[config.mk]
export PLATFORM = sky130hd
export DESIGN_NAME = wildcard_pattern_matcher
export DESIGN_NICKNAME = d
export VERILOG_FILES = /design/src/sv/wpm_pkg.sv /design/src/sv/wildcard_pattern_matcher.sv
export VERILOG_INCLUDE_DIRS = /design/src /design/src/sv
export SDC_FILE = /design/constraint.sdc
export NUM_CORES = 1
export LEC_CHECK = 0
export ABC_CLOCK_PERIOD_IN_PS = 4050
export BUFFER_PORTS_ARGS = -buffer_cell sky130_fd_sc_hd__buf_2
export CELL_PAD_IN_SITES_DETAIL_PLACEMENT = 1
export CELL_PAD_IN_SITES_GLOBAL_PLACEMENT = 2
export CORE_MARGIN = 4
export CORE_UTILIZATION = 49
export CTS_CLUSTER_DIAMETER = 30
export DETAILED_ROUTE_END_ITERATION = 10
export GPL_ROUTABILITY_DRIVEN = 1
export PLACE_DENSITY_LB_ADDON = 0.25
export SLEW_MARGIN = 20
export SYNTH_ARGS = -nofsm -noshare
export SYNTH_HDL_FRONTEND = slang
export SYNTH_SLANG_ARGS = --single-unit
[constraint.sdc]
create_clock -name clock -period 4.05 [get_ports clock]
set_clock_uncertainty 0.2 [all_clocks]
set_input_delay 0.2025 -clock clock [delete_from_list [all_inputs] [get_ports clock]]
set_output_delay 0.2025 -clock clock [all_outputs]
set_load 0.01 [all_outputs]
[src/sv/wildcard_pattern_matcher_defines.svh]
// ----------------------------------------------------------------------------
// Wildcard pattern matcher assertion macros
// Shared concurrent-check wrappers on the block clock and reset.
// ----------------------------------------------------------------------------
`ifndef WILDCARD_PATTERN_MATCHER_DEFINES_SVH
`define WILDCARD_PATTERN_MATCHER_DEFINES_SVH

// Same-cycle implication, checked at every clock edge out of reset.
`define WPM_ASSERT_SAME(label, ante, cons) \
   label: assert property (@(posedge clock) disable iff (reset) (ante) |-> (cons)) \
      else $error("wildcard_pattern_matcher: same-cycle check failed");

// Next-cycle implication, checked at every clock edge out of reset.
`define WPM_ASSERT_NEXT(label, ante, cons) \
   label: assert property (@(posedge clock) disable iff (reset) (ante) |=> (cons)) \
      else $error("wildcard_pattern_matcher: next-cycle check failed");

`endif

[src/sv/wpm_pkg.sv]
// ----------------------------------------------------------------------------
// Wildcard pattern matcher package
// Sizes, command codes, wildcard bytes and controller states.
// ----------------------------------------------------------------------------
`timescale 1ns / 1ps

package wpm_pkg;

   localparam int PATTERN_MAX = 64;
   localparam int IDX_W       = (PATTERN_MAX > 1) ? $clog2(PATTERN_MAX) : 1;
   localparam int LEN_W       = $clog2(PATTERN_MAX + 1);

   localparam logic [1:0] CMD_CLEAR   = 2'd0;
   localparam logic [1:0] CMD_APPEND  = 2'd1;
   localparam logic [1:0] CMD_RESTART = 2'd2;
   localparam logic [1:0] CMD_SUBJECT = 2'd3;

   localparam logic [7:0] STAR_BYTE = 8'h2A;
   localparam logic [7:0] ANY_BYTE  = 8'h3F;

   typedef enum logic [1:0] {
      ST_IDLE,
      ST_WALK,
      ST_FINISH
   } state_type;

endpackage

[src/sv/wildcard_pattern_matcher.sv]
// ----------------------------------------------------------------------------
// Wildcard pattern matcher
// Glob matcher ('?' one byte, '*' any run) over a stored pattern, one
// dynamic-programming row held in a row memory.
// ----------------------------------------------------------------------------
// Usage:
//   req channel: req_tuser carries the command (clear pattern, append pattern
//   byte, restart subject, subject byte), req_tdata the byte. One item is
//   taken at a time; req_tready is high while the controller is idle.
//   rsp channel: one item per request, rsp_tdata[0] = matched,
//   rsp_tdata[1] = pattern_full.
//   Flow: clear, a refused append, and a restart or subject byte with an
//   empty pattern go straight to the finish state. Append, restart and
//   subject bytes otherwise walk every stored pattern position through the
//   pattern and row memories, one read per cycle with write-back in the
//   following cycle. The finish state loads the output register once it is
//   free; rsp_tvalid is raised and req_tready returns in the same cycle.
//   A finished item sits in the output register while the next request is
//   accepted and walked; a stalled receiver only holds the block at the end
//   of the following walk.
//   Reset: synchronous, active high. It empties the pattern and restarts the
//   subject; no memory sweep is needed since only written entries are read.
// ----------------------------------------------------------------------------
`timescale 1ns / 1ps

module wildcard_pattern_matcher (
   input  logic       clock,
   input  logic       reset,
   input  logic       req_tvalid,
   output logic       req_tready,
   input  logic [7:0] req_tdata,   // [7:0] symbol
   input  logic [1:0] req_tuser,   // [1:0] command
   output logic       rsp_tvalid,
   input  logic       rsp_tready,
   output logic [7:0] rsp_tdata    // [0] matched, [1] pattern_full, [7:2] zero
);
   import wpm_pkg::*;

   logic [7:0] pat_mem [PATTERN_MAX];
   logic       row_mem [PATTERN_MAX];   // entry j-1 holds row bit j

   state_type  state_ff, state_in;
   logic [1:0] cmd_ff, cmd_in;
   logic [7:0] sym_ff, sym_in;
   logic [LEN_W-1:0] len_ff, len_in;
   logic [LEN_W-1:0] pos_ff, pos_in;
   logic       issue_ff, issue_in;
   logic       rd_valid_ff, rd_valid_in;
   logic       rd_last_ff, rd_last_in;
   logic [IDX_W-1:0] rd_idx_ff, rd_idx_in;
   logic       row0_ff, row0_in;
   logic       run_ff, run_in;
   logic       diag_ff, diag_in;
   logic       left_ff, left_in;
   logic       match_ff, match_in;
   logic       full_ff, full_in;
   logic       rsp_valid_ff, rsp_valid_in;
   logic       rsp_match_ff, rsp_match_in;
   logic       rsp_full_ff, rsp_full_in;

   logic [7:0] pat_rd_ff;
   logic       row_rd_ff;

   logic [LEN_W-1:0] pos_dec;
   logic [IDX_W-1:0] rd_addr;
   logic       pat_we;
   logic       row_we;
   logic       nv;
   logic       slot_free;
   logic       accept;

   assign pos_dec   = pos_ff - LEN_W'(1);
   assign rd_addr   = pos_dec[IDX_W-1:0];
   assign slot_free = !rsp_valid_ff || rsp_tready;
   assign accept    = req_tvalid && req_tready;

   // Memories: registered read every cycle, write at the accept or write-back.
   always_ff @(posedge clock) begin
      if (pat_we) begin
         pat_mem[len_ff[IDX_W-1:0]] <= req_tdata;
      end
      if (row_we) begin
         row_mem[rd_idx_ff] <= nv;
      end
      pat_rd_ff <= pat_mem[rd_addr];
      row_rd_ff <= row_mem[rd_addr];
   end

   // New row bit for the position whose read data has just arrived.
   always_comb begin
      if (cmd_ff == CMD_SUBJECT) begin
         if (pat_rd_ff == STAR_BYTE) begin
            nv = left_ff | row_rd_ff;
         end else if (pat_rd_ff == ANY_BYTE || pat_rd_ff == sym_ff) begin
            nv = diag_ff;
         end else begin
            nv = 1'b0;
         end
      end else begin
         nv = run_ff && (pat_rd_ff == STAR_BYTE);
      end
   end

   // Datapath next values.
   always_comb begin
      cmd_in       = cmd_ff;
      sym_in       = sym_ff;
      len_in       = len_ff;
      pos_in       = pos_ff;
      issue_in     = issue_ff;
      rd_valid_in  = 1'b0;
      rd_last_in   = rd_last_ff;
      rd_idx_in    = rd_idx_ff;
      row0_in      = row0_ff;
      run_in       = run_ff;
      diag_in      = diag_ff;
      left_in      = left_ff;
      match_in     = match_ff;
      full_in      = full_ff;
      pat_we       = 1'b0;
      row_we       = 1'b0;
      case (state_ff)
         ST_IDLE: begin
            if (accept) begin
               cmd_in   = req_tuser;
               sym_in   = req_tdata;
               full_in  = 1'b0;
               pos_in   = LEN_W'(1);
               issue_in = 1'b0;
               case (req_tuser)
                  CMD_CLEAR: begin
                     len_in   = '0;
                     row0_in  = 1'b1;
                     match_in = 1'b1;
                  end
                  CMD_APPEND: begin
                     if (len_ff == LEN_W'(PATTERN_MAX)) begin
                        full_in = 1'b1;
                     end else begin
                        pat_we   = 1'b1;
                        len_in   = len_ff + LEN_W'(1);
                        row0_in  = 1'b1;
                        run_in   = 1'b1;
                        issue_in = 1'b1;
                     end
                  end
                  CMD_RESTART: begin
                     row0_in  = 1'b1;
                     run_in   = 1'b1;
                     match_in = 1'b1;
                     issue_in = (len_ff != '0);
                  end
                  default: begin
                     row0_in  = 1'b0;
                     diag_in  = row0_ff;
                     left_in  = 1'b0;
                     match_in = 1'b0;
                     issue_in = (len_ff != '0);
                  end
               endcase
            end
         end
         ST_WALK: begin
            rd_valid_in = issue_ff;
            if (issue_ff) begin
               rd_last_in = (pos_ff == len_ff);
               rd_idx_in  = rd_addr;
               pos_in     = pos_ff + LEN_W'(1);
               issue_in   = (pos_ff != len_ff);
            end
            // Write back the previous position; its address never equals the read one.
            if (rd_valid_ff) begin
               row_we  = 1'b1;
               run_in  = nv;
               left_in = nv;
               diag_in = row_rd_ff;
               if (rd_last_ff) begin
                  match_in = nv;
               end
            end
         end
         default: begin
         end
      endcase
   end

   // Next state.
   always_comb begin
      state_in = state_ff;
      case (state_ff)
         ST_IDLE: begin
            if (accept) begin
               state_in = issue_in ? ST_WALK : ST_FINISH;
            end
         end
         ST_WALK: begin
            if (rd_valid_ff && rd_last_ff) begin
               state_in = ST_FINISH;
            end
         end
         ST_FINISH: begin
            if (slot_free) begin
               state_in = ST_IDLE;
            end
         end
         default: begin
            state_in = ST_IDLE;
         end
      endcase
   end

   // Handshake and output register.
   always_comb begin
      req_tready   = (state_ff == ST_IDLE);
      rsp_match_in = rsp_match_ff;
      rsp_full_in  = rsp_full_ff;
      rsp_valid_in = rsp_valid_ff && !rsp_tready;
      case (state_ff)
         ST_FINISH: begin
            if (slot_free) begin
               rsp_valid_in = 1'b1;
               rsp_match_in = match_ff;
               rsp_full_in  = full_ff;
            end
         end
         default: begin
         end
      endcase
   end

   assign rsp_tvalid = rsp_valid_ff;
   assign rsp_tdata  = {6'b0, rsp_full_ff, rsp_match_ff};

   always_ff @(posedge clock) begin
      if (reset) begin
         state_ff     <= ST_IDLE;
         len_ff       <= '0;
         issue_ff     <= 1'b0;
         rd_valid_ff  <= 1'b0;
         row0_ff      <= 1'b1;
         match_ff     <= 1'b1;
         full_ff      <= 1'b0;
         rsp_valid_ff <= 1'b0;
      end else begin
         state_ff     <= state_in;
         len_ff       <= len_in;
         issue_ff     <= issue_in;
         rd_valid_ff  <= rd_valid_in;
         row0_ff      <= row0_in;
         match_ff     <= match_in;
         full_ff      <= full_in;
         rsp_valid_ff <= rsp_valid_in;
      end
   end

   always_ff @(posedge clock) begin
      cmd_ff       <= cmd_in;
      sym_ff       <= sym_in;
      pos_ff       <= pos_in;
      rd_last_ff   <= rd_last_in;
      rd_idx_ff    <= rd_idx_in;
      run_ff       <= run_in;
      diag_ff      <= diag_in;
      left_ff      <= left_in;
      rsp_match_ff <= rsp_match_in;
      rsp_full_ff  <= rsp_full_in;
   end

`include "wildcard_pattern_matcher_defines.svh"

   `WPM_ASSERT_SAME(a_no_rw_overlap,
                    state_ff == ST_WALK && issue_ff && rd_valid_ff,
                    rd_idx_ff != rd_addr)
   `WPM_ASSERT_SAME(a_len_bounded, 1'b1, len_ff <= LEN_W'(PATTERN_MAX))
   `WPM_ASSERT_NEXT(a_clear_result,
                    accept && req_tuser == CMD_CLEAR,
                    state_ff == ST_FINISH && match_ff && !full_ff && len_ff == '0)
   `WPM_ASSERT_NEXT(a_full_refused,
                    accept && req_tuser == CMD_APPEND && len_ff == LEN_W'(PATTERN_MAX),
                    full_ff && state_ff == ST_FINISH && $stable(len_ff))

endmodule
# Yosys cells after proc, flatten, opt, wreduce, memory -nomap -nowiden
# Memory sizes are Yosys's and may differ from the RTL's. A register that Yosys moved wholly into a read port is not among the register bits.
# Index checks and enable logic that the tools add are counted.
# op_classes
magnitude_cmp	0
n_reduce_logical	26
n_shift	0
add_sub_neg	3
n_mul	0
n_mux	49
n_bitwise	2
div_mod_pow	0
n_eq_ne	22
# op_table
op	count
$mux W1	30
$pmux W7 S2	2
$mux W7	3
$pmux W1 S2	9
$eq A8 B6 Y1 const B	2
$ne A2 B2 Y1 const B	8
$add A7 B1 Y7 const B	2
$reduce_and A5 Y1	2
$reduce_and A3 Y1	3
$eq A8 B8 Y1	1
$mux W2	4
$reduce_and A4 Y1	2
$eq A7 B7 Y1	1
$eq A7 B7 Y1 const B	1
$ne A7 B7 Y1	1
$reduce_bool A7 Y1	1
$eq A2 B2 Y1 const B	3
$pmux W2 S3	1
$reduce_and A2 Y1	3
$sub A6 B1 Y6 const B	1
$eq A2 B1 Y1 const B	2
$logic_and A1 B1 Y1	4
$logic_not A2 Y1	2
$reduce_bool A2 Y1	2
other kinds (9)	12
# word_totals
reg_bits	44
elab_cells	122
ramBits	576
output_inout_bits	10
memories	2
inputBits	14
romBits	0
latchBits	0
# mem_list
name	depth	word_bits	read_ports	rd_ports_with_merged_regs	write_ports	line_no	source
pat_mem	64	8	1	1	1	wildcard_pattern_matcher.sv:39	logic [7:0] pat_mem [PATTERN_MAX];
row_mem	64	1	1	1	1	wildcard_pattern_matcher.sv:40	logic row_mem [PATTERN_MAX];

# Longest topological paths before layout
# logic_depth
ltp_word	8
depth_mapped	13
depth_no_buf	9

# Worst setup path after synthesis
# OpenSTA, ideal clock, no wires.
# synth_path
path_type	register to register
startpoint	register pos_ff[0]
endpoint	register pat_rd_ff[0], read port of pat_mem
n_path_buf	5
synth_period_minus_slack_ns	2.993
required_time_ns	3.727
setup_time_ns	0.123
path_stages_with_launch	12
arrival_ns	2.670
setup_slack_ns	1.057
cell_sequence	edfxtp_1 -> buf_6 -> buf_6 -> inv_1 -> ha_1 -> buf_2 -> buf_2 -> buf_1 -> mux4_2 -> mux4_2 -> a22oi_1 -> o21ai_1
# synth_between
elab_chain_len	1
# synth_lines
item	line_no	source
start: declaration	wildcard_pattern_matcher.sv:46	logic [LEN_W-1:0] pos_ff, pos_in;
start signal: assignment	wildcard_pattern_matcher.sv:259	pos_ff <= pos_in;
$sub A6 B1 Y6	wildcard_pattern_matcher.sv:72	assign pos_dec = pos_ff - LEN_W'(1);
named net pos_dec[0]	wildcard_pattern_matcher.sv:64	logic [LEN_W-1:0] pos_dec;
end: declaration	wildcard_pattern_matcher.sv:61	logic [7:0] pat_rd_ff;
# The timed path passes the listed nets, and every way through them passes these cells.
# A chain may end at the register's enable or synchronous reset.

# Worst setup path after layout
# layout_path
startpoint	register pos_ff[1]
endpoint	register pat_rd_ff[3], read port of pat_mem
# layout_between
elab_chain_len	1
# layout_lines
item	line_no
$sub A6 B1 Y6	wildcard_pattern_matcher.sv:72
# Every way passes these cells.

==> impl_metrics.csv <==
group,metric,value,unit
run_status,status,"finished, final reports clean",
drt,drc,0,
synth,synth-async-reset-ratio,0,%
finish,drive_gt1_share,24.5,%
flow_run,drv_cap,0,
setup_path,cp-start-kind,"register",
synth,avgSynthCellArea,17.7,um2
clocking,cts_sinks,629,
setup_path,worstSetupEndpointType,"register",
floorplanning,die_h,235,um
synth,synth_seq_area_share,73.8,%
clocking,clkSlewWorstSetupHoldPaths,0.05,ns
placed_design,io_buffer_count,17,
placed_design,place_inst,2120,
finish,design_area,30400,um2
placed_design,pre_cts_ws,0.648,ns
placed_design,dpl_cell_area,26400,um2
synth,ys_types,58,
synth,syn_area,25300,um2
setup_path,critPathMaxFanout,61,
floorplanning,core_area,50600,um2
global_routing,grt_first_pass_wirelength,95.6,mm
drt,dr.pass1.iters,7,
finish,diodes,0,
setup_path,cpPeakStageDelay,0.53,ns
timing,report.final.slew_viol_count,0,
synth,yosysTopAreaCellShare,71.9,%
timing,max_clock_freq,0.292,GHz
timing,final.period_utilization,84.6,%
synth,synth_common_cells,"edfxtp_1, nor2_1, nand2_1",
setup_path,path_cells,"inv_1 > ha_4 > buf_12 > mux4_2 > mux4_2 > a22oi_1 > o21ai_1",
global_routing,grt_pass1_vias,14550,
finish,instances_no_fill,2343,
timing,tightest_slew,1.13,ns
synth,synth_edf_count,605,
drt,wire_per_inst,27.3,um
power,p_leak,10.2,nW
placed_design,dp_hpwl,36.9,mm
global_routing,grt_max_degree,103,
timing,post-route-min-period,3.43,ns
synth,ys_ff_latch,629,
setup_path,crit_path_frequent_cell,"mux4_2",
setup_path,worstPathRequired,4.36,ns
power,p_per_area,581,nW/um2
synth,synthFlopType,"edfxtp_1",
drt,vias,13867,
clocking,cts_tree,"built",
setup_path,worstSetupPathType,"register to register",
drt,drtIter0Drc,1393,
clocking,post_cts_buffers,0,
floorplanning,num_rows,82,
clocking,h-tree-depth,3,
drt,drt-total-wl,63.9,mm
timing,finalSetupViolations,0,
floorplanning,io_pins,24,
finish,nets,1593,
floorplanning,die_area,55300,um2
clocking,clk_latency,0.67,ns
synth,ys_warn_count,0,
global_routing,grt.overflow.total,0,
global_routing,antenna_found_initial,1,
finish,fillers,4344,
placed_design,gp_congestion,0.778,
power,vdd_drop_max,0.426,mV
timing,hold_viol,0,
drt,ant_nets,0,
synth,yosys.area.top_type,"edfxtp_1",
setup_path,crit_path_top_delay_cell,"edfxtp_1",
clocking,clockBufferDepth,3,
finish,area_growth,20.2,%
setup_path,crit_arrival,3.74,ns
clocking,cts_buffers,113,
power,finalPower,17.7,mW
min_path,hold_path.class,"primary input to register",
timing,rsz0062_at_grt,"false",
floorplanning,die_w,235,um
timing,fin_ws,0.623,ns
synth,synthCells,1432,
synth,ys_top_cells_by_area,"edfxtp_1, mux4_2, nor2_1",
synth,yosys.cell_count.top_type,"edfxtp_1",
clocking,root_buffer,"clkbuf_16",
timing,slew_headroom,24.7,%
timing,setup_tns,0,ns
global_routing,grt_usage,23.1,%
floorplanning,start_util,50.0,%
drt,via_per_inst,5.92,
-- layer usage --
metal	wire length [um]	track usage, %
met5	7	0
met4	1470	7.05
met3	4070	4.58
met2	30900	36.6
met1	27500	33.0
-- final cells by class --
type / instances / area, um2 / share of cell area [%]
Timing Repair Buffer: 109 / 863 / 2.84
Sequential cell: 629 / 18600 / 61.4
Inverter: 15 / 58.8 / 0.194
Clock inverter: 83 / 922 / 3.03
Multi-Input combinational cell: 707 / 6120 / 20.1
Clock buffer: 128 / 2940 / 9.66
Tap cell: 672 / 841 / 2.77
-- critical path, delay by kind of cell, from the launching register on --
family / cells / cell delay (ns)
muxes: 2 / 0.90
DFF: 1 / 0.53
adders and majority gates: 1 / 0.50
AOI/OAI and AO/OA: 2 / 0.60
buffers and inverters: 2 / 0.52
-- final timing paths --
path | depth (start not counted) | end | slack (ns) | from
hold / removal | 2 | pat_mem[33][3]$_DFFE_PP_ | 0.02 | req_tdata[3]
setup / recovery | 7 | pat_rd_ff[3]$_DFF_P_ | 0.62 | pos_ff[1]$_SDFFCE_PN0P_
setup reg to reg | 7 | pat_rd_ff[3]$_DFF_P_ | 0.62 | pos_ff[1]$_SDFFCE_PN0P_
hold reg to reg | 0 | rsp_full_ff$_DFFE_PP_ | 0.24 | full_ff$_SDFFE_PP0P_
-- power by group --
| group | total [mW] | internal (mW) | switching (mW) | leakage [nW] |
|---|---|---|---|---|
| Clock | 9.45 | 6.17 | 3.28 | 1.83 |
| Combinational | 0.966 | 0.372 | 0.594 | 2.69 |
| Sequential | 7.24 | 7.19 | 0.0557 | 5.68 |
| Total | 17.7 | 13.7 | 3.93 | 10.2 |
-- sequential cells by signal (all words and copies together), names as in the netlist, 2 cells and up --
name and flops:
pat_mem 512, row_mem 64, pat_rd_ff 8, sym_ff 8
len_ff 7, pos_ff 7, rd_idx_ff 6, cmd_ff 2
state_ff 2
-- through the flow --
stage | utilization [%] | hold WS [ns]
floorplan | - | 0.101
global placement | 52.2 | 0.226
detailed placement | 52.2 | 0.230
CTS | 60.0 | 0.00484
global route | 60.1 | 0.0539
finish | 60.1 | 0.0177
-- what timing repair did --
item,in CTS,in global routing
hold endpoints to repair,73,183
setup endpoints to repair,0,0
hold buffers,9,3
resized for setup,0,0
-- layout by cell type, fill, tap and decap left out, types with 17 or more instances in the layout --
cell type | Yosys | routed
a31oi_1 | 23 | 23
and3_1 | 20 | 20
buf_4 | 14 | 79
clkbuf_16 | 0 | 115
clkinv_2 | 0 | 17
clkinvlp_4 | 0 | 19
dfxtp_1 | 24 | 24
edfxtp_1 | 605 | 605
mux4_1 | 17 | 17
mux4_2 | 116 | 116
nand2_1 | 152 | 152
nand3_1 | 39 | 39
nor2_1 | 162 | 162
-- cell families (layout without fill, tap and decap cells) --
logic type / Yosys count / after routing / share of synthesized area, %
DFF: 629 / 629 / 73.8
and+or+nand+nor: 425 / 425 / 7.37
muxes: 149 / 149 / 12.7
buffers and inverters: 101 / 335 / 2.19
AOI/OAI and AO/OA: 94 / 94 / 2.61
xor gates and xnor gates: 29 / 29 / 1.11
adders and majority gates: 4 / 4 / 0.198
other: 1 / 6 / 0.0148
(Power assumes the default switching activity.)
